**src/design/zsaf_pkg.sv**
```systemverilog
`default_nettype none
package zsaf_pkg;

   localparam int ENTRY_MAX  = 64;
   localparam int NAME_STORE = 4096;
   localparam int ENTRY_AW   = $clog2(ENTRY_MAX);
   localparam int NAME_AW    = $clog2(NAME_STORE);

   localparam logic [31:0] CRC_POLY  = 32'hedb88320;
   localparam logic [31:0] CRC_INIT  = 32'hffffffff;
   localparam logic [31:0] SIG_LOCAL = 32'h04034b50;
   localparam logic [31:0] SIG_CDIR  = 32'h02014b50;
   localparam logic [31:0] SIG_END   = 32'h06054b50;
   localparam logic [7:0]  ZIP_VER   = 8'd20;

   localparam logic [1:0] OP_NAME  = 2'd0;
   localparam logic [1:0] OP_DATA  = 2'd1;
   localparam logic [1:0] OP_END   = 2'd2;
   localparam logic [1:0] OP_TICK  = 2'd3;

   localparam logic [2:0] ERR_OK       = 3'd0;
   localparam logic [2:0] ERR_NO_NAME  = 3'd1;
   localparam logic [2:0] ERR_NAME_FULL= 3'd2;
   localparam logic [2:0] ERR_RANGE    = 3'd3;
   localparam logic [2:0] ERR_ENTRIES  = 3'd4;
   localparam logic [2:0] ERR_EMPTY    = 3'd5;
   localparam logic [2:0] ERR_ORDER    = 3'd6;

   localparam logic [4:0] HDR_RESULTS   = 5'd31;
   localparam logic [4:0] PATCH_RESULTS = 5'd14;

   typedef enum logic [1:0] {
      CMD_ERR,
      CMD_BYTE,
      CMD_HDR,
      CMD_PATCH
   } cmd_kind_type;

   // One queued command; each expands to one or more output transactions.
   typedef struct packed {
      cmd_kind_type kind;
      logic [31:0]  addr;
      logic [7:0]   value;
      logic         done;
      logic [2:0]   error;
      logic [31:0]  crc;
      logic [31:0]  size;
      logic [15:0]  name_len;
   } cmd_type;

   function automatic logic [7:0] le_byte(input logic [31:0] v, input logic [1:0] k);
      le_byte = v[{k, 3'b000} +: 8];
   endfunction

   // Reflected CRC-32 table entry.
   function automatic logic [31:0] crc_entry(input logic [7:0] idx);
      logic [31:0] c;
      c = {24'd0, idx};
      for (int k = 0; k < 8; k++) begin
         c = c[0] ? ((c >> 1) ^ CRC_POLY) : (c >> 1);
      end
      crc_entry = c;
   endfunction

endpackage
`default_nettype wire

```
**src/design/zsaf_queue.sv**
```systemverilog
`default_nettype none
module zsaf_queue (
   input  wire                   clock,
   input  wire                   reset,
   input  wire                   wr_en,
   input  zsaf_pkg::cmd_type     wr_data,
   output logic                  q_full,
   input  wire                   rd_en,
   output zsaf_pkg::cmd_type     rd_data,
   output logic                  q_empty
);
   import zsaf_pkg::*;

   cmd_type    slot_ff [4];
   logic [1:0] wr_ptr_ff, wr_ptr_in;
   logic [1:0] rd_ptr_ff, rd_ptr_in;
   logic [2:0] count_ff, count_in;

   always_comb begin
      wr_ptr_in = wr_en ? wr_ptr_ff + 2'd1 : wr_ptr_ff;
      rd_ptr_in = rd_en ? rd_ptr_ff + 2'd1 : rd_ptr_ff;
      count_in  = count_ff + {2'd0, wr_en} - {2'd0, rd_en};
   end

   always_ff @(posedge clock) begin
      if (reset) begin
         wr_ptr_ff <= '0;
         rd_ptr_ff <= '0;
         count_ff  <= '0;
      end else begin
         wr_ptr_ff <= wr_ptr_in;
         rd_ptr_ff <= rd_ptr_in;
         count_ff  <= count_in;
      end
      if (wr_en) begin
         slot_ff[wr_ptr_ff] <= wr_data;
      end
   end

   assign rd_data = slot_ff[rd_ptr_ff];
   assign q_full  = count_ff[2];
   assign q_empty = (count_ff == 3'd0);

endmodule
`default_nettype wire

```
**config.mk**
```make
export PLATFORM = sky130hd
export DESIGN_NAME = zsaf_queue
export DESIGN_NICKNAME = d
export VERILOG_FILES = /design/src/design/zsaf_pkg.sv /design/src/design/zsaf_queue.sv
export SDC_FILE = /design/constraint.sdc
export NUM_CORES = 1
export LEC_CHECK = 0
export BUFFER_PORTS_ARGS = -buffer_cell sky130_fd_sc_hd__buf_2
export CORE_ASPECT_RATIO = 0.75
export CORE_MARGIN = 3
export CORE_UTILIZATION = 35
export CTS_BUF_LIST = sky130_fd_sc_hd__clkbuf_4 sky130_fd_sc_hd__clkbuf_8
export CTS_CLUSTER_DIAMETER = 100
export DETAILED_ROUTE_END_ITERATION = 16
export PLACE_DENSITY = 0.65
export SLEW_MARGIN = 10
export SYNTH_ARGS = -nofsm -noshare
export SYNTH_HDL_FRONTEND = slang
export SYNTH_SLANG_ARGS = --single-unit
```
**constraint.sdc**
```tcl
create_clock -name clock -period 4.97 [get_ports clock]
set_input_delay 0.7455 -clock clock [delete_from_list [all_inputs] [get_ports clock]]
set_output_delay 0.7455 -clock clock [all_outputs]
set_load 0.05 [all_outputs]
```
==> summary.txt, run 1 <==
Detailed routing
  – Per-cell routed wire length: 20.0 um
  – Vias per cell: 4.66
  – Total wire length: 35900 um
  – ANT nets after route: 0
  – Vias: 8378
  – Remaining DRCs: 0
  – First DRT Iteration DRCs: 481
  – Initial DRT Pass Iterations: 4

Placed design
  – Global placement routability congestion: 0.695
  – Worst slack at placement: 1.98 ns
  – Detailed placer's ending HPWL: 21200 um
  – PortBufs: 257

Final layout
  – Filler instances: 4554
  – Area Overhead vs Synth: 20.4%
  – Share of layout cells above drive strength 1: 48.6%
  – Final #Nets: 1163

Die
  – Die Wd: 272 um
  – I/O pins: 258
  – Initial Utilization: 35.7%
  – Core ar.: 52000 sq um
  – Num rows: 72
  – Die height: 206 um
  – Die area: 55900 sq um

Synthesis
  – Post-Syn Area: 18600 sq um
  – Synthesis Warnings: 0
  – List of most frequent post-synthesis cells: 504 x edfxtp_1, 126 x mux4_2, 14 x buf_2, 9 x dfxtp_1
  – Ys async rst share: 0%
  – Synth Area in Compound Gates: 0.0808%
  – Cell taking the most area after synthesis: edfxtp_1
  – Cell count after synthesis: 699
  – Top-count cell post-synth: edfxtp_1
  – Syn nets: 836
  – Synthesized area per cell: 26.6 sq um
  – Flops & latches, synth: 513
  – Dominant cells by area after synthesis: edfxtp_1 81%, mux4_2 15%, dfxtp_1 0.97%
  – Post-synthesis mux area share: 15.3%
  – Sequential-to-total area share from yosys stat: 82.4%
  – Yosys cell types: 20
  – Yosys top cell area share: 81.5%
  – Number of flops mapped to enable cells by yosys: 504
  – Synth Area in XOR/XNOR: 0.222%
  – Largest family of logic cells by synthesized area: multiplexers
  – Adder-cell area share of the yosys netlist: 0.512%
  – Top_reg_cell synth: edfxtp_1
  – Post-synthesis simple-gate area fraction: 0.370%

Clock tree
  – Clock buffer depth: 3
  – Clk sinks: 513
  – CTS resizes: 0
  – CTS clk-pin slew, worst paths: 0.06 ns
  – Skew-Pair Late Insertion Delay: 0.62 ns
  – CTS root buffer: clkbuf_8
  – H-tree lvl count: 3
  – TritonCTS Buffers: 79
  – Setup bufs post-CTS: 0
  – Cts hold-fix bufs: 0
  – CTS tree: done

Global routing
  – Largest net degree at the start of global routing: 75
  – Vias in the first global route: 9331
  – GRT Total Usage: 13.0%
  – Global route overflow: 0
  – Initial antenna violation count: 5
  – Global-route wire length before repair: 54800 um

Power and ir drop
  – P_int: 0.00721 W
  – Final Total Pwr: 0.00978 W
  – Peak VDD IR: 341 uV
  – Comb power frac: 13.9%
  – Leakage: 7.46 nW
  – Sw frac: 26.3%
  – Clk pwr share: 34.5%
  – Pwr/cell area: 437 nW/um^2
  – Sw power: 0.00257 W
  – Sequential Power Share: 51.6%

Critical path
  – FF-to-FF setup slack: 2.87 ns
  – Crit path capture: rd_data[62]
  – WP data required: 4.22 ns
  – Critical Path AT: 2.80 ns
  – Type of origin of the critical path: register
  – Setup CP Type: register to primary output
  – R2R Path Start: wr_ptr_ff[0]
  – R2R cell count: 4
  – Max FO, Critical Path: 36
  – Crit. End Element: primary output
  – Worst R2R End: slot_ff[2][88]

Worst hold path
  – Hold Crit Start: wr_data[54]
  – Min-Delay Path Class: input port to register

STA
  – Final Skew: 0.0254 ns
  – Worst Tran Pin Value: 0.854 ns
  – Worst relative slew slack: 43.1%
  – Post-route setup TNS: 0 ns
  – RSZ-0062 raised after global routing: false
  – Final setup viols: 0
  – Minimum clock period: 3.54 ns
  – Period utilization: 71.3%
  – Pins Over Slew Limit: 0
  – Fmax: 282 MHz
  – Final hold violation count: 0
  – Final setup margin: 1.43 ns

Run
  – MaxCap Viol Count: 0

Status
  – Status: finished clean
-- flip-flops by register name, indices dropped and copies added (netlist names), named ones only --
name / cells
count_ff: 3
rd_ptr_ff: 2
slot_ff: 504
wr_ptr_ff: 2
-- area by class of cell --
cell class	instances	area, sq um	share of cell area, %
flip-flops and latches	513	15300	68.5
multi-input cells	152	3080	13.8
repair buffers	274	1500	6.71
clock buffers	106	1300	5.82
well taps	703	880	3.93
clock inverters	38	244	1.09
inverters	6	22.5	0.101
diodes	5	12.5	0.0560
-- logic make-up after synthesis --
kind of cell	after synthesis
adder cells (fa/ha/maj)	7
multiplexers	127
AND/OR/NAND/NOR	13
flip-flops	513
XOR/XNOR	3
AO/OA/AOI/OAI	2
buffers and inverters	34
-- worst max-delay path: stages (launching register included) --
cell     delay, ns
dfxtp_4       0.87
buf_4         0.46
mux4_2        0.56
buf_2         0.24
-- routing by layer --
layer  global-route usage, %  vias to the layer above  wire length, um
met3                    4.56                       63             2760
li1                        -                     3702                -
met4                    4.63                        8              729
met2                    20.2                      232            16800
met1                    17.1                     4373            15600
met5                       0                        -               48
-- how the worst min path moves through the flow --
stage | end | slack, ns | depth (start not counted)
6_report | slot_ff[3][54] | 0.33 | 1
5_1_grt | slot_ff[1][40] | 0.25 | 1
4_1_cts | slot_ff[3][52] | 0.23 | 1
3_5_place_dp | register | 0.53 | 2
3_3_place_gp | register | 0.51 | 2
2_1_floorplan | register | 0.49 | 2
-- cell usage in the layout (no fill, tap or decap) --
cell and count:
a21bo_2 1, a21oi_1 1, and2_4 4, buf_12 7
buf_2 257, buf_4 10, bufinv_16 2, clkbuf_4 25
clkbuf_8 81, clkinv_1 22, clkinv_2 7, clkinv_4 1
clkinv_8 1, clkinvlp_4 2, dfxtp_1 7, dfxtp_4 2
diode_2 5, edfxtp_1 504, fa_1 1, ha_1 6
inv_1 6, inv_6 3, mux2i_1 1, mux4_2 126
nand3b_1 1, nor2_1 5, nor2b_1 2, nor3_1 1
xnor2_1 2, xor3_1 1
-- power by group through the flow --
stage | clock network, W | registers, W | logic, W
final | 0.00338 | 0.00505 | 0.00136
after global routing | 0.00370 | 0.00507 | 0.00143
after CTS | 0.00352 | 0.00505 | 0.00138
after detailed placement | 0 | 0.00514 | 0.00138
after global placement | 0 | 0.00513 | 0.00137
after floorplan | 0 | 0.00513 | 0.00102
-- metrics by stage --
step	utilization [%]	cell area (sq um)	hold slack (ns)	instances
floorplan	-	18600	0.492	699
global placement	40.0	20800	0.509	1648
detailed placement	40.0	20800	0.531	1648
CTS	43.0	22400	0.232	1792
global route	43.0	22400	0.255	1792
finish	43.0	22400	0.327	1797
Note: power is estimated with default switching activity, not from simulation.
==> inputs of run 2 (changes only) <==
==> constraint.sdc (replaced) <==
create_clock -name clock -period 3.3 [get_ports clock]
set_input_delay 0.495 -clock clock [delete_from_list [all_inputs] [get_ports clock]]
set_output_delay 0.495 -clock clock [all_outputs]
set_load 0.05 [all_outputs]
==> summary.txt, run 2 (synthesis results as in run 1) <==
STA
  – RSZ-0062 raised after global routing: false
  – Period utilization: 88.7%
  – Post-route setup TNS: 0 ns
  – Final hold slack: 0.0818 ns
  – Final Skew: 0.0210 ns
  – Fmax: 342 MHz
  – Pins Over Slew Limit: 0
  – Worst relative slew slack: 58.6%
  – Final setup viols: 0
  – Final hold violation count: 0
  – Worst Tran Pin Value: 0.621 ns
  – Minimum clock period: 2.93 ns

Final layout
  – Area Overhead vs Synth: 24.5%
  – Largest register FFs: 504
  – Filler instances: 4422
  – Utilization after layout: 44.5%
  – Regs by FF count: slot_ff x504, count_ff x3
  – Most common cell after layout, fill and taps aside: edfxtp_1
  – Share of layout cells above drive strength 1: 47.2%
  – Area of the multi-input gates: 3080 sq um
  – Register area: 15300 sq um
  – Final #Nets: 1231
  – Largest Register: slot_ff
  – Final Cell Area: 23100 sq um
  – Most frequent cells in the layout: 504 x edfxtp_1, 257 x buf_2, 126 x mux4_2

Detailed routing
  – Per-cell routed wire length: 20.7 um
  – Vias per cell: 4.73
  – ANT nets after route: 0
  – Initial DRT Pass Iterations: 4
  – Total wire length: 38600 um
  – First DRT Iteration DRCs: 592
  – Vias: 8806
  – Remaining DRCs: 0

Placed design
  – Placement Cell Area: 20900 sq um
  – Global placement routability congestion: 0.703
  – PortBufs: 257
  – Detailed placer's ending HPWL: 22400 um

Critical path
  – Type of origin of the critical path: register
  – Worst path max stage delay: 0.58 ns
  – Max FO, Critical Path: 50
  – Setup CP Type: register to primary output
  – Crit. End Element: primary output
  – Critical Path AT: 2.43 ns
  – WP data required: 2.80 ns
  – Crit-path cells: buf_12, mux4_2, buf_2
  – CP max stage cell: mux4_2

Die
  – Initial Utilization: 35.7%
  – Die area: 55900 sq um
  – Die height: 206 um
  – Core ar.: 52000 sq um
  – Die Wd: 272 um
  – Num rows: 72
  – I/O pins: 258

Power and ir drop
  – Leakage: 7.79 nW
  – Pwr/cell area: 651 nW/um^2
  – Final Total Pwr: 0.0151 W
  – Peak VDD IR: 367 uV

Clock tree
  – CTS tree: done
  – Skew-Pair Late Insertion Delay: 0.63 ns
  – Clk sinks: 513
  – CTS root buffer: clkbuf_8
  – CTS clk-pin slew, worst paths: 0.06 ns
  – H-tree lvl count: 3
  – CTS resizes: 0
  – Clock buffer depth: 3
  – TritonCTS Buffers: 82

Global routing
  – Global-route wire length before repair: 58100 um
  – Global route overflow: 0
  – M3 GR Usage: 5.60%
  – Routing usage on met2: 21.9%
  – Initial antenna violation count: 6
  – Largest net degree at the start of global routing: 81
  – Vias in the first global route: 9537
  – GRT Total Usage: 13.9%
  – Met1 usage: 17.6%
  – Gr busiest metal: met2

Worst hold path
  – Min-Delay Path Class: input port to register

Run
  – MaxCap Viol Count: 0

Status
  – Status: finished clean
## run 2: cell types whose count changed in the layout (fill, tap and decap cells not counted), moves of 2 or more
| cell | change |
|---|---|
| clkinv_1 | -10 |
| clkbuf_4 | +3 |
| clkinv_2 | +4 |
| inv_6 | -2 |
| dlygate4sd3_1 | +62 |
| clkinvlp_4 | +5 |
| buf_4 | -2 |
| buf_12 | +5 |
| clkbuf_8 | +5 |
| diode_2 | -4 |
## run 2: where the power goes
group	internal [W]	switching (W)	total, W	leakage, nW
clock	0.00290	0.00243	0.00534	0.849
sequential	0.00749	0.0000799	0.00757	4.70
combinational	0.000683	0.00148	0.00217	2.24
## run 2: final timing paths
kind,from,endpoint,slack (ns),depth (start not counted)
setup / recovery,register,rd_data[54],0.37,3
hold / removal,wr_data[25],slot_ff[1][25],0.08,1
setup reg to reg,wr_ptr_ff[0],slot_ff[0][40],1.43,4
hold reg to reg,rd_ptr_ff[1],register,0.53,2
## run 2: final cells by class
class,count,share of cell area (%)
clock buffers,114,6.02
inverters,6,0.0973
flip-flops and latches,513,66.2
clock inverters,34,1.01
multi-input cells,152,13.3
repair buffers,339,9.54
diodes,1,0.0108
well taps,703,3.80
## run 2: through the flow
stage	setup slack (ns)	std cells
3_3_place_gp	0.945	1651
2_1_floorplan	0.766	699
5_1_grt	0.141	1861
6_report	0.372	1862
4_1_cts	0.196	1861
3_5_place_dp	0.926	1651
## run 2: worst max-delay path: cells and delay by family (launching register included)
family                 cells  cell delay [ns]
buffers and inverters      2             0.64
DFF                        1             0.55
muxes                      1             0.58
## run 2: repair_timing
| item | in CTS | in global routing |
|---|---|---|
| buffers inserted | 0 | 0 |
| hold buffers | 62 | 0 |
| hold endpoints to repair | 233 | 0 |
| endpoints found under the setup margin | 0 | 0 |
## run 2: metal layers
metal	vias to the layer above	share of wire, %
met2	285	47
met3	86	8.5
met5	-	0.18
li1	3838	-
met1	4587	42
met4	10	2.4
