**config.mk**
```make
export PLATFORM = sky130hd
export DESIGN_NAME = zsaf_back
export DESIGN_NICKNAME = d
export VERILOG_FILES = /design/src/design/zsaf_pkg.sv /design/src/design/zsaf_back.sv
export SDC_FILE = /design/constraint.sdc
export NUM_CORES = 1
export LEC_CHECK = 0
export BUFFER_PORTS_ARGS = -buffer_cell sky130_fd_sc_hd__buf_4
export CORE_ASPECT_RATIO = 1.4
export CORE_MARGIN = 2
export CORE_UTILIZATION = 40
export CTS_BUF_LIST = sky130_fd_sc_hd__clkbuf_8
export CTS_CLUSTER_DIAMETER = 50
export DETAILED_ROUTE_END_ITERATION = 7
export PLACE_DENSITY_LB_ADDON = 0.12
export SYNTH_ARGS = -nofsm -noshare
export SYNTH_HDL_FRONTEND = slang
export SYNTH_SLANG_ARGS = --single-unit
```
**constraint.sdc**
```tcl
create_clock -name clock -period 4.4 [get_ports clock]
set_input_delay 0 -clock clock [delete_from_list [all_inputs] [get_ports clock]]
set_output_delay 0 -clock clock [all_outputs]
set_load 0.005 [all_outputs]
```
**src/design/zsaf_pkg.sv**
```systemverilog
`default_nettype none
package zsaf_pkg;

   localparam int ENTRY_MAX  = 64;
   localparam int NAME_STORE = 4096;
   localparam int ENTRY_AW   = $clog2(ENTRY_MAX);
   localparam int NAME_AW    = $clog2(NAME_STORE);

   localparam logic [31:0] CRC_POLY  = 32'hedb88320;
   localparam logic [31:0] CRC_INIT  = 32'hffffffff;
   localparam logic [31:0] SIG_LOCAL = 32'h04034b50;
   localparam logic [31:0] SIG_CDIR  = 32'h02014b50;
   localparam logic [31:0] SIG_END   = 32'h06054b50;
   localparam logic [7:0]  ZIP_VER   = 8'd20;

   localparam logic [1:0] OP_NAME  = 2'd0;
   localparam logic [1:0] OP_DATA  = 2'd1;
   localparam logic [1:0] OP_END   = 2'd2;
   localparam logic [1:0] OP_TICK  = 2'd3;

   localparam logic [2:0] ERR_OK       = 3'd0;
   localparam logic [2:0] ERR_NO_NAME  = 3'd1;
   localparam logic [2:0] ERR_NAME_FULL= 3'd2;
   localparam logic [2:0] ERR_RANGE    = 3'd3;
   localparam logic [2:0] ERR_ENTRIES  = 3'd4;
   localparam logic [2:0] ERR_EMPTY    = 3'd5;
   localparam logic [2:0] ERR_ORDER    = 3'd6;

   localparam logic [4:0] HDR_RESULTS   = 5'd31;
   localparam logic [4:0] PATCH_RESULTS = 5'd14;

   typedef enum logic [1:0] {
      CMD_ERR,
      CMD_BYTE,
      CMD_HDR,
      CMD_PATCH
   } cmd_kind_type;

   // One queued command; each expands to one or more output transactions.
   typedef struct packed {
      cmd_kind_type kind;
      logic [31:0]  addr;
      logic [7:0]   value;
      logic         done;
      logic [2:0]   error;
      logic [31:0]  crc;
      logic [31:0]  size;
      logic [15:0]  name_len;
   } cmd_type;

   function automatic logic [7:0] le_byte(input logic [31:0] v, input logic [1:0] k);
      le_byte = v[{k, 3'b000} +: 8];
   endfunction

   // Reflected CRC-32 table entry.
   function automatic logic [31:0] crc_entry(input logic [7:0] idx);
      logic [31:0] c;
      c = {24'd0, idx};
      for (int k = 0; k < 8; k++) begin
         c = c[0] ? ((c >> 1) ^ CRC_POLY) : (c >> 1);
      end
      crc_entry = c;
   endfunction

endpackage
`default_nettype wire

```
**src/design/zsaf_back.sv**
```systemverilog
`default_nettype none
module zsaf_back (
   input  wire                clock,
   input  wire                reset,
   input  wire                q_empty,
   input  zsaf_pkg::cmd_type  head,
   output logic               q_pop,
   input  wire                pop,
   output logic               empty,
   output logic               write_enable,
   output logic [31:0]        address,
   output logic [7:0]         value,
   output logic               last,
   output logic [2:0]         error,
   output logic               archive_done
);
   import zsaf_pkg::*;

   logic [4:0]  idx_ff, idx_in;
   logic        ov_ff, ov_in;
   logic        we_ff, we_in;
   logic [31:0] addr_ff, addr_in;
   logic [7:0]  val_ff, val_in;
   logic        last_ff, last_in;
   logic [2:0]  err_ff, err_in;
   logic        done_ff, done_in;
   logic        advance;
   logic [4:0]  pidx;

   assign advance = !q_empty && (!ov_ff || pop);

   always_comb begin
      we_in   = 1'b1;
      addr_in = head.addr;
      val_in  = head.value;
      last_in = 1'b1;
      err_in  = ERR_OK;
      done_in = 1'b0;
      pidx    = '0;
      unique case (head.kind)
         CMD_ERR: begin
            we_in   = 1'b0;
            addr_in = '0;
            val_in  = '0;
            err_in  = head.error;
         end
         CMD_BYTE: begin
            done_in = head.done;
         end
         CMD_HDR: begin
            addr_in = head.addr + {27'd0, idx_ff};
            last_in = (idx_ff == HDR_RESULTS - 5'd1);
            priority if (idx_ff < 5'd4)   val_in = le_byte(SIG_LOCAL, idx_ff[1:0]);
            else if (idx_ff == 5'd4)      val_in = ZIP_VER;
            else if (last_in)             val_in = head.value;
            else                          val_in = '0;
         end
         default: begin
            addr_in = head.addr + 32'd14 + {27'd0, idx_ff};
            last_in = (idx_ff == PATCH_RESULTS - 5'd1);
            pidx    = idx_ff - 5'd4;
            priority if (idx_ff < 5'd4)   val_in = le_byte(head.crc, idx_ff[1:0]);
            else if (idx_ff < 5'd12)      val_in = le_byte(head.size, pidx[1:0]);
            else                          val_in = le_byte({16'd0, head.name_len}, idx_ff[1:0]);
         end
      endcase
      idx_in = (advance && !last_in) ? idx_ff + 5'd1 : (advance ? 5'd0 : idx_ff);
      ov_in  = advance ? 1'b1 : (pop ? 1'b0 : ov_ff);
   end

   assign q_pop = advance && last_in;

   always_ff @(posedge clock) begin
      if (reset) begin
         idx_ff <= '0;
         ov_ff  <= 1'b0;
      end else begin
         idx_ff <= idx_in;
         ov_ff  <= ov_in;
      end
      if (advance) begin
         we_ff   <= we_in;
         addr_ff <= addr_in;
         val_ff  <= val_in;
         last_ff <= last_in;
         err_ff  <= err_in;
         done_ff <= done_in;
      end
   end

   assign empty        = !ov_ff;
   assign write_enable = we_ff;
   assign address      = addr_ff;
   assign value        = val_ff;
   assign last         = last_ff;
   assign error        = err_ff;
   assign archive_done = done_ff;

endmodule
`default_nettype wire

```
==> results of run 1 <==
[logic make-up after synthesis]
family                     Yosys count
AOI/OAI and AO/OA                  144
xor gates and xnor gates            19
adders and majority gates           20
buffers and inverters               50
DFF                                 52
muxes                               20
and+or+nand+nor                    154
[synth_stat cells (all sizes together) (4+ instances only)]
library cell | count | area, sq um
a211oi | 13 | 113
a21oi | 33 | 176
a22o | 5 | 43.8
a22oi | 10 | 75.1
a31oi | 6 | 37.5
and2 | 5 | 31.3
and3 | 6 | 37.5
buf | 17 | 101
clkbuf | 10 | 37.5
dfxtp | 6 | 120
edfxtp | 46 | 1380
ha | 18 | 225
inv | 23 | 86.3
mux2i | 8 | 80.1
mux4 | 10 | 225
nand2 | 34 | 128
nand2b | 5 | 31.3
nand3 | 23 | 115
nand4 | 8 | 56.3
nor2 | 55 | 216
nor3 | 6 | 40.0
o2111ai | 5 | 50.0
o211ai | 7 | 52.6
o21ai | 33 | 173
o31a | 4 | 35.0
xnor2 | 11 | 96.3
xor2 | 8 | 70.1
[worst max path at each step]
| stage | start | endpoint | depth (start not counted) |
|---|---|---|---|
| 5_1_grt | idx_ff[1]$_SDFFE_PP0P_ | address[25]$_DFFE_PP_ | 12 |
| 4_1_cts | idx_ff[1]$_SDFFE_PP0P_ | address[25]$_DFFE_PP_ | 12 |
| 3_5_place_dp | idx_ff[1]$_SDFFE_PP0P_ | address[25]$_DFFE_PP_ | 12 |
| 2_1_floorplan | idx_ff[1]$_SDFFE_PP0P_ | address[25]$_DFFE_PP_ | 12 |
| 6_report | idx_ff[1]$_SDFFE_PP0P_ | address[25]$_DFFE_PP_ | 12 |
| 3_3_place_gp | idx_ff[1]$_SDFFE_PP0P_ | address[31]$_DFFE_PP_ | 12 |
[final cells by class]
| cell class | count | area [sq um] | area share (%) |
|---|---|---|---|
| clock buffers | 5 | 68.8 | 1.17 |
| clock inverters | 3 | 23.8 | 0.406 |
| inverters | 23 | 86.3 | 1.47 |
| multi-input cells | 357 | 2530 | 43.2 |
| flip-flops and latches | 52 | 1500 | 25.6 |
| well taps | 138 | 173 | 2.95 |
| repair buffers | 193 | 1480 | 25.2 |
[placed cells by master, fill, tap and decap left out, drive strengths merged, types with 4 or more instances in the layout]
cell type / instances
a211oi: 13
a21oi: 33
a22o: 5
a22oi: 10
a31oi: 6
and2: 5
and3: 6
buf: 182
clkbuf: 5
dfxtp: 6
dlygate4sd3: 11
edfxtp: 46
ha: 18
inv: 23
mux2i: 8
mux4: 10
nand2: 34
nand2b: 5
nand3: 23
nand4: 8
nor2: 55
nor3: 6
o2111ai: 5
o211ai: 7
o21ai: 33
o31a: 4
xnor2: 11
xor2: 8
[where the power goes]
part	internal, uW	switching [uW]	leakage, uW
Clock	113	173	0.0000404
Sequential	577	9.65	0.000502
Combinational	187	157	0.00187
[registers in the layout, summed over array words and instances (netlist names)]
signal        cells
value             8
error             3
archive_done      1
address          32
ov_ff             1
idx_ff            5
last              1
write_enable      1
[worst max-delay path, stage by stage (launching register included)]
cell and delay (ns):
sky130_fd_sc_hd__dfxtp_1 0.33, sky130_fd_sc_hd__inv_1 0.24, sky130_fd_sc_hd__ha_1 0.33, sky130_fd_sc_hd__inv_1 0.08, sky130_fd_sc_hd__ha_1 0.19, sky130_fd_sc_hd__inv_1 0.06, sky130_fd_sc_hd__fa_1 0.38, sky130_fd_sc_hd__nand2b_1 0.20
sky130_fd_sc_hd__a21oi_1 0.26, sky130_fd_sc_hd__o21ai_2 0.24, sky130_fd_sc_hd__a2111oi_2 0.48, sky130_fd_sc_hd__xnor2_1 0.17, sky130_fd_sc_hd__nor2_1 0.05
[metal layers]
layer,global-route usage (%),wire [um],vias to the layer above
met5,0,0,-
met4,10.1,466,0
met3,3.17,695,34
met2,44.2,7280,176
met1,24.0,4830,2047
li1,-,-,2085
[what timing repair did]
action                    CTS  global route
resized for setup           0             0
hold endpoints to repair   14             0
hold buffers               11             0
[per-stage QoR]
stage | cell area [sq um] | total power, uW
2_1_floorplan | 4250 | 746
3_3_place_gp | 5660 | 929
3_5_place_dp | 5660 | 935
4_1_cts | 5860 | 1230
5_1_grt | 5860 | 1270
6_report | 5860 | 1220
==> impl.org, run 1 <==
** Timing
- At the pin with the least slew margin, the transition time is 1.05 ns.
- Fmax achieved :: 306 MHz
- On the final layout, the worst clock skew is 0.00828 ns.
- Final setup vio count :: 0
- Minimum clock period after layout :: 3.27 ns
- After layout, the worst path uses 74.3% of the clock period.
- Final worst slack :: 1.13 ns
- Post-Route Setup TNS :: 0 ns
- Hold is met by 0.0122 ns.
- Headroom to the max-slew limit came out at 29.6%.
- The final count of hold timing violations is 0.
- Setup repair after global routing missed its margin :: false
- Final-report max-slew violation count :: 0

** Hold path
- Hold Crit Start :: head[118]
- Worst hold path cell count :: 2
- In this run the worst hold path is classified as input pin to flip-flop.
- End point of the worst hold path :: address[26]$_DFFE_PP_

** Critical path
- Crit Path Max Fanout :: 10
- Class of the most critical setup path :: flip-flop to flip-flop
- Data on the critical path arrives at its endpoint at 3.34 ns.
- For flop-to-flop paths, the worst setup slack is 1.13 ns.
- End of the worst register-to-register path :: address[25]$_DFFE_PP_
- The worst setup path is launched from a flip-flop.
- Startpoint of the lowest-slack register-to-register path :: idx_ff[1]$_SDFFE_PP0P_
- STA classifies the critical path endpoint as a flip-flop.
- Data required time of the critical path :: 4.47 ns
- Worst reg2reg path depth :: 12

** Synthesis
- Largest family of logic cells by synthesized area :: compound AO/OA/AOI/OAI gates
- The synthesized netlist devotes 3.92% of its cell area to XOR and XNOR gates.
- Seq cells post-synth :: 52
- Register area share after synthesis :: 35.3%
- Area fraction in compound gates after synthesis :: 23.8%
- Distinct cells, synth :: 71
- Post-synthesis net count :: 609
- For this run, the number of Yosys warnings is 0.
- For this run, the leading register cell type out of synthesis is sky130_fd_sc_hd__edfxtp_1.
- Post-synthesis cell area :: 4250 sq um
- Fraction of synthesized area in multiplexers :: 7.71%
- The cell count after synthesis came out at 459.
- After Yosys synthesis, and, or, nand and nor cells account for 17.7% of the synthesized area.
- Post-Synth Adder-Cell Area :: 6.24%
- Post-synth EDFFs :: 46
- Mean cell area of the mapped netlist :: 9.26 sq um
- Counting flops with an async set or reset pin after synthesis yields a share of 0%.

** Placement
- IO Port Bufs :: 177
- Worst slack at placement :: 1.17 ns
- Once detailed placement completed, the half-perimeter wirelength came to 10500 um.
- Routability-driven placement finished with a final weighted congestion of 0.844.
- After detailed placement, the design holds a cell count of 752.

** GRT
- For this run, the total global-route usage over all layers was measured as 22.8%.
- Entering global routing, the biggest net connects 50 pins.
- Global routing finished with a remaining overflow of 0.
- The number of global-route vias before repair was 4535.
- Wire length of the first global-routing pass :: 21100 um
- Antenna violations before repair :: 0

** CTS
- Number of buffers inserted by post-CTS setup repair :: 0
- Clock Tree Root :: sky130_fd_sc_hd__clkbuf_8
- After clock tree synthesis, the clock-pin slew on the worst setup and hold paths is 0.10 ns.
- Clock buffer count from CTS :: 5
- Counting along the longest clock path gives a buffer depth of 2.
- Num Clock Sinks :: 52
- The H-tree was split into 2 levels.
- Insertion delay of the later-clocked pin in the worst-skew pair :: 0.32 ns
- TritonCTS clock tree :: done

** Route
- Average routed wire per standard cell :: 17.2 um
- Post-Route WL :: 13300 um
- DRC violations left :: 0
- Total iterations of the first detailed-routing run :: 7
- Across all layers, the routed design uses 4342 vias.
- Drt first-iter violations :: 172
- Using the TritonRoute via totals, the vias-per-cell ratio works out to 5.63.
- The detail route stage leaves a number of antenna-violating nets equal to 0.

** Cells and area
- Fraction of final layout cells sized beyond drive strength 1 :: 35.1%
- Total Nets Final :: 782
- Number of standard cells in the final layout excluding fillers :: 771
- The repair_antennas step left the layout with diodes totalling 0.
- Synthesis-to-layout area growth :: 37.8%
- Cells fill 56.6% of the core in the end.
- The layout has 986 filler cells.

** Pwr
- Total power density per cell area :: 208 nW/um^2
- Across the VDD grid, the largest voltage drop is 0.142 mV.
- Leakage power summed over all cells :: 0.00241 uW

** Floorplanning
- In this run the standard cell core region covers 10300 sq um.
- The die is 91.1 um wide.
- Site row count :: 44
- Number of primary I/O pins :: 178
- For this configuration, the core starts out at a cell density of 41.1%.
- In this run the vertical extent of the chip is 126 um.
- Area of the die :: 11500 sq um

** Outcome
- Run status :: finished, final reports clean

** Flow run
- Across the run, the number of max-cap violations was 0.
No activity file was read; power rests on OpenSTA's default activity.
==> run 2, diff against run 1 <==
--- a/config.mk
+++ b/config.mk
@@ -5,6 +5,7 @@
 export SDC_FILE = /design/constraint.sdc
 export NUM_CORES = 1
 export LEC_CHECK = 0
+export ABC_AREA = 1
 export BUFFER_PORTS_ARGS = -buffer_cell sky130_fd_sc_hd__buf_4
 export CORE_ASPECT_RATIO = 1.4
 export CORE_MARGIN = 2
==> constraint.sdc (replaced) <==
create_clock -name clock -period 3.3 [get_ports clock]
set_input_delay 0 -clock clock [delete_from_list [all_inputs] [get_ports clock]]
set_output_delay 0 -clock clock [all_outputs]
set_load 0.005 [all_outputs]
==> impl.org, run 2 <==
** Outcome
- Run status :: finished, final reports clean

** CTS
- Num Clock Sinks :: 52 (unchanged)
- TritonCTS built the clock tree.
- Clock buffer count from CTS :: 5 (unchanged)
- Number of buffers inserted by post-CTS setup repair :: 0 (unchanged)
- The clock latency reported for the late side of the worst-skew pair is 0.33 ns (about the same).
- The number of gates resized after cts came to 0 (unchanged).
- The number of buffers on the longest clock path was 2 (unchanged).
- Count of H-tree levels built during CTS :: 2 (unchanged)
- The clock transition at the registers of the reported paths came to 0.11 ns (about the same).
- Clock tree synthesis selected as its root buffer the cell sky130_fd_sc_hd__clkbuf_8.

** Synthesis
- The synthesis-stage register bit count was 52 (unchanged).
- Synthesized netlist cell count :: 868 (+89%)
- Register area share after synthesis :: 28.1% (-7.2 points)
- Share of async-settable or async-resettable flops after synthesis :: 0% (unchanged)
- The count of flip-flops with a built-in enable after synthesis came to 46 (unchanged).
- Yosys top cell area share :: 25.8% (-6.7 points)
- Cell taking the most area after synthesis :: sky130_fd_sc_hd__edfxtp_1
- For this run, the leading register cell type out of synthesis is sky130_fd_sc_hd__edfxtp_1.
- The netlist area before placement came to 5350 sq um (+26%).
- The net count of the mapped netlist came to 1018 (+67%).
- Distinct cells, synth :: 37 (-48%)
- The mean cell area of the mapped netlist came to 6.16 sq um (-33%).
- Top cells by area in the synthesized netlist :: sky130_fd_sc_hd__edfxtp_1 (26%), sky130_fd_sc_hd__nand2_1 (21%), sky130_fd_sc_hd__nand3_1 (16%), sky130_fd_sc_hd__inv_1 (6.5%), sky130_fd_sc_hd__nor2_1 (5.2%)
- sky130_fd_sc_hd__nand2_1 is the most common cell in the netlist.
- The number of warnings issued by yosys was 0 (unchanged).
- The commonest cells after synthesis are sky130_fd_sc_hd__nand2_1 (294), sky130_fd_sc_hd__nand3_1 (172), sky130_fd_sc_hd__inv_1 (93).

** Route
- Number of antenna-violating nets in the routed design :: 0 (unchanged)
- Vias after detailed routing :: 6290 (+45%)
- Average routed wire per standard cell :: 14.9 um (-13%)
- The final routed wirelength across all metal layers is 18500 um (+39%).
- Total iterations of the first detailed-routing run :: 5 (-2)
- The number of DRC violations after detailed-routing iteration 0 was 289 (+68%).
- DRC violations left :: 0 (unchanged)
- The via density per instance was 5.08 (-9.9%).

** Cells and area
- The filler cell count in the final layout came to 1379 (+40%).
- The number of antenna repair diodes was 0 (unchanged).
- Commonest non-fill, non-tap cell in the layout :: sky130_fd_sc_hd__nand2_1
- The number of flip-flops in the largest register was 32 (unchanged).
- Core occupancy in the finished layout :: 54.1% (-2.5 points)
- Number of standard cells in the final layout excluding fillers :: 1239 (+61%)
- Fraction of final layout cells sized beyond drive strength 1 :: 21.9% (-13 points)
- The number of nets in the layout came to 1206 (+54%).
- Compared with the post-synthesis result, the final layout area differs by 33.6%.
- Most frequent cells in the layout :: sky130_fd_sc_hd__nand2_1 (294), sky130_fd_sc_hd__buf_4 (188), sky130_fd_sc_hd__nand3_1 (172), sky130_fd_sc_hd__inv_1 (93), sky130_fd_sc_hd__nor2_1 (74)

** Timing
- Slew at the pin with the worst max-slew slack :: 0.838 ns (-0.217 ns)
- Fmax achieved :: 391 MHz (+28%)
- Total count of hold-check failures in the final report :: 0 (unchanged)
- The setup skew after layout came to 0.00527 ns (-0.00302 ns).
- Final worst-path cycle share :: 77.6% (+3.2 points)
- Post-Route Setup TNS :: 0 ns (unchanged)
- The final critical-path required period was 2.56 ns (-0.711 ns).
- Final setup vio count :: 0 (unchanged)
- Final-report max-slew violation count :: 0 (unchanged)
- Setup repair after global routing left no endpoint under its margin.
- The worst slew slack as a fraction of its limit was 44.0% (+14 points).

** Critical path
- Slack of the worst reg-to-reg path :: 0.74 ns (-0.39 ns)
- Critical path arrival :: 2.65 ns (-0.69 ns)
- The critical path is of the flip-flop to flip-flop type.
- The number of cells on the worst reg-to-reg path came to 14 (+2).
- End of the worst register-to-register path :: address[27]$_DFFE_PP_
- Worst setup path end :: address[27]$_DFFE_PP_
- Type of destination of the critical path :: flip-flop
- Nature of the critical path startpoint :: flip-flop
- Startpoint of the lowest-slack register-to-register path :: idx_ff[1]$_SDFFE_PP0P_
- Startpoint of the worst setup timing path :: idx_ff[1]$_SDFFE_PP0P_
- Data required time of the critical path :: 3.39 ns (-1.08 ns)
- The peak fanout along the critical path came to 9 (-1).

** Pwr
- Peak VDD IR :: 0.178 mV (+25%)
- Total power density per cell area :: 256 nW/um^2 (+23%)
- The sum of internal, switching and leakage power is 1830 uW (+50%).
- Leakage power summed over all cells :: 0.00349 uW (+44%)

** GRT
- Antenna violations before repair :: 0 (unchanged)
- The pin count of the biggest net entering global routing is 31 (-38%).
- GR Util All Layers :: 25.8% (+3.0 points)
- The first-pass GRT wire length came to 29000 um (+37%).
- The total congestion overflow came to 0 (unchanged).
- Via count of the first global-routing pass :: 6007 (+32%)

** Placement
- The routability congestion estimate from global placement is 0.933 (+11%).
- IO Port Bufs :: 177 (unchanged)
- Half-perimeter wire length after detailed placement :: 14800 um (+40%)
- The post-placement cell count came to 1215 (+62%).

** Floorplanning
- The number of placement rows came to 50 (+14%).
- The horizontal die dimension is 102 um (+12%).
- The placeable core region is 13200 sq um (+28%).
- Area of the die :: 14300 sq um (+25%)
- The initial cell density of the core was 40.5% (-0.57 points).
- Number of primary I/O pins :: 178 (unchanged)
- Die Y-Extent :: 141 um (+12%)

** Flow run
- The max-capacitance violation count is 0 (unchanged).

** Hold path
- Hold WC Path Type :: input pin to flip-flop
-- run 2: kinds of logic after synthesis --
logic type / Yosys count / share of synthesized area (%)
AOI/OAI and AO/OA: 81 / 8.94
xor gates and xnor gates: 4 / 0.655
adders and majority gates: 20 / 4.96
buffers and inverters: 123 / 9.34
DFF: 52 / 28.1
and+or+nand+nor: 588 / 48.0
-- run 2: cell type report --
class	count	area (sq um)	area share [%]
clock buffer	5	68.8	0.963
clock inverter	3	42.5	0.596
inverter	100	375	5.25
multi-input combinational	693	3360	47.0
sequential	52	1500	21.0
tap	182	228	3.19
timing repair buffer	204	1570	22.0
-- run 2: repair_timing --
item / in CTS / in global routing
hold buffers: 16 / 0
endpoints found under the hold margin: 15 / 0
endpoints found under the setup margin: 0 / 0
-- run 2: per-layer routing --
| layer | up-vias | track usage [%] | share of wire [%] |
|---|---|---|---|
| met3 | 48 | 3.22 | 5.7 |
| met1 | 2757 | 28.1 | 37 |
| met5 | - | 0 | 0 |
| met4 | 0 | 12.7 | 4.2 |
| li1 | 3245 | - | - |
| met2 | 240 | 48.0 | 53 |
-- run 2: critical path: stages (launching register included) --
cell and delay (ns):
sky130_fd_sc_hd__dfxtp_1 0.36, sky130_fd_sc_hd__clkinv_1 0.09, sky130_fd_sc_hd__ha_1 0.31, sky130_fd_sc_hd__inv_1 0.07
sky130_fd_sc_hd__ha_1 0.22, sky130_fd_sc_hd__inv_1 0.07, sky130_fd_sc_hd__fa_1 0.35, sky130_fd_sc_hd__inv_1 0.11
sky130_fd_sc_hd__nand3_1 0.08, sky130_fd_sc_hd__nand2_1 0.13, sky130_fd_sc_hd__nand2_1 0.08, sky130_fd_sc_hd__nand2_2 0.17
sky130_fd_sc_hd__nand4_1 0.11, sky130_fd_sc_hd__nand3_1 0.10, sky130_fd_sc_hd__nand3_1 0.07
-- run 2: worst min-delay path by stage --
stage,start,to,depth (start not counted),slack (ns)
detailed placement,q_empty,ov_ff$_SDFFE_PP0P_,2,0.23
global placement,q_empty,ov_ff$_SDFFE_PP0P_,2,0.21
global route,head[92],address[0]$_DFFE_PP_,2,0.01
floorplan,reset,idx_ff[1]$_SDFFE_PP0P_,1,0.07
CTS,head[123],address[31]$_DFFE_PP_,3,0.0001
finish,head[123],address[31]$_DFFE_PP_,3,0.002
-- run 2: per-stage QoR --
| stage | instance area [sq um] | hold slack [ns] | setup slack, ns |
|---|---|---|---|
| finish | 7140 | 0.00219 | 0.740 |
| global route | 7140 | 0.0121 | 0.468 |
| CTS | 7140 | 0.000113 | 0.759 |
| detailed placement | 6870 | 0.227 | 0.771 |
| global placement | 6870 | 0.210 | 0.854 |
| floorplan | 5350 | 0.0691 | 0.586 |
-- run 2: where the power goes --
group | switching, uW | total [uW] | leakage (uW) | internal, uW
Clock | 249 | 475 | 0.0000541 | 225
Combinational | 299 | 565 | 0.00293 | 266
Sequential | 14.8 | 791 | 0.000504 | 776
Total | 563 | 1830 | 0.00349 | 1270
==> run 3, diff against run 2 <==
==> constraint.sdc (replaced) <==
create_clock -name clock -period 2.1 [get_ports clock]
set_input_delay 0 -clock clock [delete_from_list [all_inputs] [get_ports clock]]
set_output_delay 0 -clock clock [all_outputs]
set_load 0.005 [all_outputs]
==> impl.org, run 3 (synthesis results as in run 2) <==
** CTS
- Largest buffer count on any clock path :: 2 (unchanged)
- The tree is rooted in a sky130_fd_sc_hd__clkbuf_8.
- The clock latency reported for the late side of the worst-skew pair is 0.33 ns (about the same).
- The number of H-tree branching levels was 2 (unchanged).
- The number of CTS-inserted buffers was 5 (unchanged).
- The sink count of the clock tree is 52 (unchanged).
- TritonCTS built the clock tree.
- The clock transition at the registers of the reported paths is 0.10 ns (about the same).

** Floorplanning
- Placeable core region :: 13200 sq um (unchanged)
- Die Y-Extent :: 141 um (unchanged)
- The number of placement rows is 50 (unchanged).
- The horizontal die dimension came to 102 um (unchanged).
- The initial cell density of the core came to 40.5% (unchanged).
- The die footprint is 14300 sq um (unchanged).
- Number of primary I/O pins :: 178 (unchanged)

** GRT
- The number of global-route vias before repair was 6150 (+2.4%).
- The first-pass GRT wire length came to 29400 um (+1.5%).
- Met2 Track Usage GR :: 49.7% (+1.8 points)
- Peak-usage layer in the global routing report :: met2
- Pin count of the biggest net entering global routing :: 28 (-9.7%)
- The total congestion overflow was 0 (unchanged).
- The global routing usage on met3 came to 3.77% (+0.55 points).
- The initial antenna violation count is 0 (unchanged).
- GR Util All Layers :: 26.1% (+0.22 points)
- M1 GR Usage :: 27.3% (-0.79 points)

** Route
- Total iterations of the first detailed-routing run :: 5 (unchanged)
- The routed via count came to 6614 (+5.2%).
- Number of antenna-violating nets in the routed design :: 0 (unchanged)
- DRC violations left :: 0 (unchanged)
- The number of DRC violations after detailed-routing iteration 0 was 407 (+41%).
- The via density per instance was 5.16 (+1.6%).
- Post-Route WL :: 19300 um (+4.7%)
- The routed wirelength normalized by instance count came to 15.1 um (+1.2%).

** Cells and area
- Commonest non-fill, non-tap cell in the layout :: sky130_fd_sc_hd__nand2_1
- The number of antenna repair diodes is 0 (unchanged).
- The final cell area excluding filler cells is 7840 sq um (+9.8%).
- The number of flip-flops in the largest register is 32 (unchanged).
- The utilization after layout was 59.4% (+5.3 points).
- The library cells used most frequently in the layout, excluding fill and tap cells, are sky130_fd_sc_hd__nand2_1 (275), sky130_fd_sc_hd__buf_4 (225), sky130_fd_sc_hd__nand3_1 (153), sky130_fd_sc_hd__inv_1 (86), sky130_fd_sc_hd__nor2_1 (72).
- Fraction of final layout cells sized beyond drive strength 1 :: 30.7% (+8.9 points)
- Total Nets Final :: 1249 (+3.6%)
- The filler cell count in the final layout is 1357 (-1.6%).
- From synthesis to final layout, the design area changed by 46.7%.

** Timing
- Max Clock Skew :: 0.00622 ns (+0.000957 ns)
- Hold Slack :: -0.00575 ns (-0.00794 ns)
- The actual slew at the worst max-slew pin was 0.369 ns (-0.468 ns).
- The final period utilization came to 104% (+26 points).
- Setup repair after global routing could not meet its margin everywhere.
- Final-report max-slew violation count :: 0 (unchanged)
- Max transition margin :: 75.3% (+31 points)
- The highest clock rate came to 460 MHz (+18%).
- Final setup vio count :: 11 (+11)
- Minimum clock period after layout :: 2.18 ns (-0.384 ns)
- Total count of hold-check failures in the final report :: 1 (+1)
- The smallest setup slack after layout is -0.0762 ns (-0.816 ns).

** Hold path
- The startpoint identified for the worst hold timing path is head[111].
- End point of the worst hold path :: address[19]$_DFFE_PP_
- Hold WC Path Type :: input pin to flip-flop
- The hold-critical path depth was 3 (unchanged).

** Placement
- IO Port Bufs :: 177 (unchanged)
- Placed Instance Area :: 7230 sq um (+5.3%)
- Half-perimeter wire length after detailed placement :: 15000 um (+1.7%)
- Routability cong. :: 0.913 (-2.2%)

** Critical path
- The startpoint identified for the worst register-to-register timing path is idx_ff[1]$_SDFFE_PP0P_.
- The worst setup path is launched from a flip-flop.
- Type of destination of the critical path :: flip-flop
- The peak fanout along the critical path came to 5 (-4).
- Worst reg2reg path depth :: 14 (unchanged)
- Data required time of the critical path :: 2.19 ns (-1.20 ns)
- Critical path arrival :: 2.27 ns (-0.38 ns)
- Slack of the worst reg-to-reg path :: -0.08 ns (-0.82 ns)
- End of the worst register-to-register path :: address[27]$_DFFE_PP_
- The critical path in this run is classified as flip-flop to flip-flop.

** Outcome
- Run status :: finished, violations left
- The checks that failed: negative hold slack, negative setup slack.

** Pwr
- The peak supply drop is 0.297 mV (+67%).
- The power density of the placed cells came to 379 nW/um^2 (+48%).
- The reported leakage power came to 0.00379 uW (+8.7%).

** Flow run
- Maxcap violations :: 0 (unchanged)
run 3: cell types whose count changed in the layout (fill, tap and decap cells not counted), sizes merged:
cell,previous run,this run
buf,188,229
nand2,304,306
dlygate4sd3,16,15
nand3,173,174
run 3: worst max-delay path by stage:
stage / start / to / slack (ns) / depth (start not counted)
6_report: idx_ff[1]$_SDFFE_PP0P_ / address[27]$_DFFE_PP_ / -0.08 / 14
5_1_grt: idx_ff[1]$_SDFFE_PP0P_ / address[27]$_DFFE_PP_ / -0.16 / 14
4_1_cts: idx_ff[1]$_SDFFE_PP0P_ / address[27]$_DFFE_PP_ / -0.05 / 14
3_5_place_dp: idx_ff[1]$_SDFFE_PP0P_ / address[27]$_DFFE_PP_ / -0.10 / 14
3_3_place_gp: idx_ff[1]$_SDFFE_PP0P_ / address[15]$_DFFE_PP_ / -0.04 / 13
2_1_floorplan: idx_ff[1]$_SDFFE_PP0P_ / address[27]$_DFFE_PP_ / -0.09 / 15
run 3: worst max-delay path, stage by stage, from the launching register on:
cell	delay, ns
sky130_fd_sc_hd__dfxtp_4	0.39
sky130_fd_sc_hd__clkinv_8	0.05
sky130_fd_sc_hd__ha_4	0.21
sky130_fd_sc_hd__inv_2	0.06
sky130_fd_sc_hd__ha_4	0.12
sky130_fd_sc_hd__inv_2	0.03
sky130_fd_sc_hd__fa_2	0.33
sky130_fd_sc_hd__inv_2	0.09
sky130_fd_sc_hd__nand3_2	0.08
sky130_fd_sc_hd__nand2_4	0.11
sky130_fd_sc_hd__nand2_4	0.09
sky130_fd_sc_hd__nand2_8	0.09
sky130_fd_sc_hd__nand4_1	0.11
sky130_fd_sc_hd__nand3_1	0.10
sky130_fd_sc_hd__nand3_1	0.06
run 3: layout make-up:
class	instances	area, sq um	share of cell area (%)
clock inverters	3	42.5	0.543
clock buffers	5	68.8	0.878
flip-flops and latches	52	1510	19.2
inverters	100	390	4.98
well taps	182	228	2.90
repair buffers	244	1890	24.1
multi-input cells	696	3710	47.3
run 3: metrics by stage:
| step | setup TNS [ns] | setup slack, ns | cells | total power [uW] |
|---|---|---|---|---|
| floorplan | -0.699 | -0.0940 | 868 | 1670 |
| global route | -1.71 | -0.164 | 1282 | 3120 |
| global placement | -0.0676 | -0.0355 | 1247 | 2180 |
| CTS | -0.100 | -0.0455 | 1277 | 2940 |
| finish | -0.319 | -0.0762 | 1282 | 2970 |
| detailed placement | -0.537 | -0.100 | 1247 | 2180 |
run 3: what timing repair did:
action | in CTS | in global routing
hold buffers | 15 | 0
endpoints found under the setup margin | 17 | 29
gates cloned | 2 | 1
buffers inserted | 5 | 5
pin swaps | 10 | 20
resized for setup | 11 | 49
hold endpoints to repair | 15 | 0
run 3: per-layer routing:
layer  part of all wire (%)  up-vias
li1                       -     3341
met1                     36     2953
met2                     54      273
met3                    6.3       47
met4                    4.2        0
met5                      0        -
run 3: report_power, final:
group | switching [uW] | internal, uW | total (uW) | leakage [uW]
Clock | 376 | 353 | 730 | 0.0000541
Sequential | 23.8 | 1220 | 1240 | 0.000507
Combinational | 515 | 485 | 1000 | 0.00323
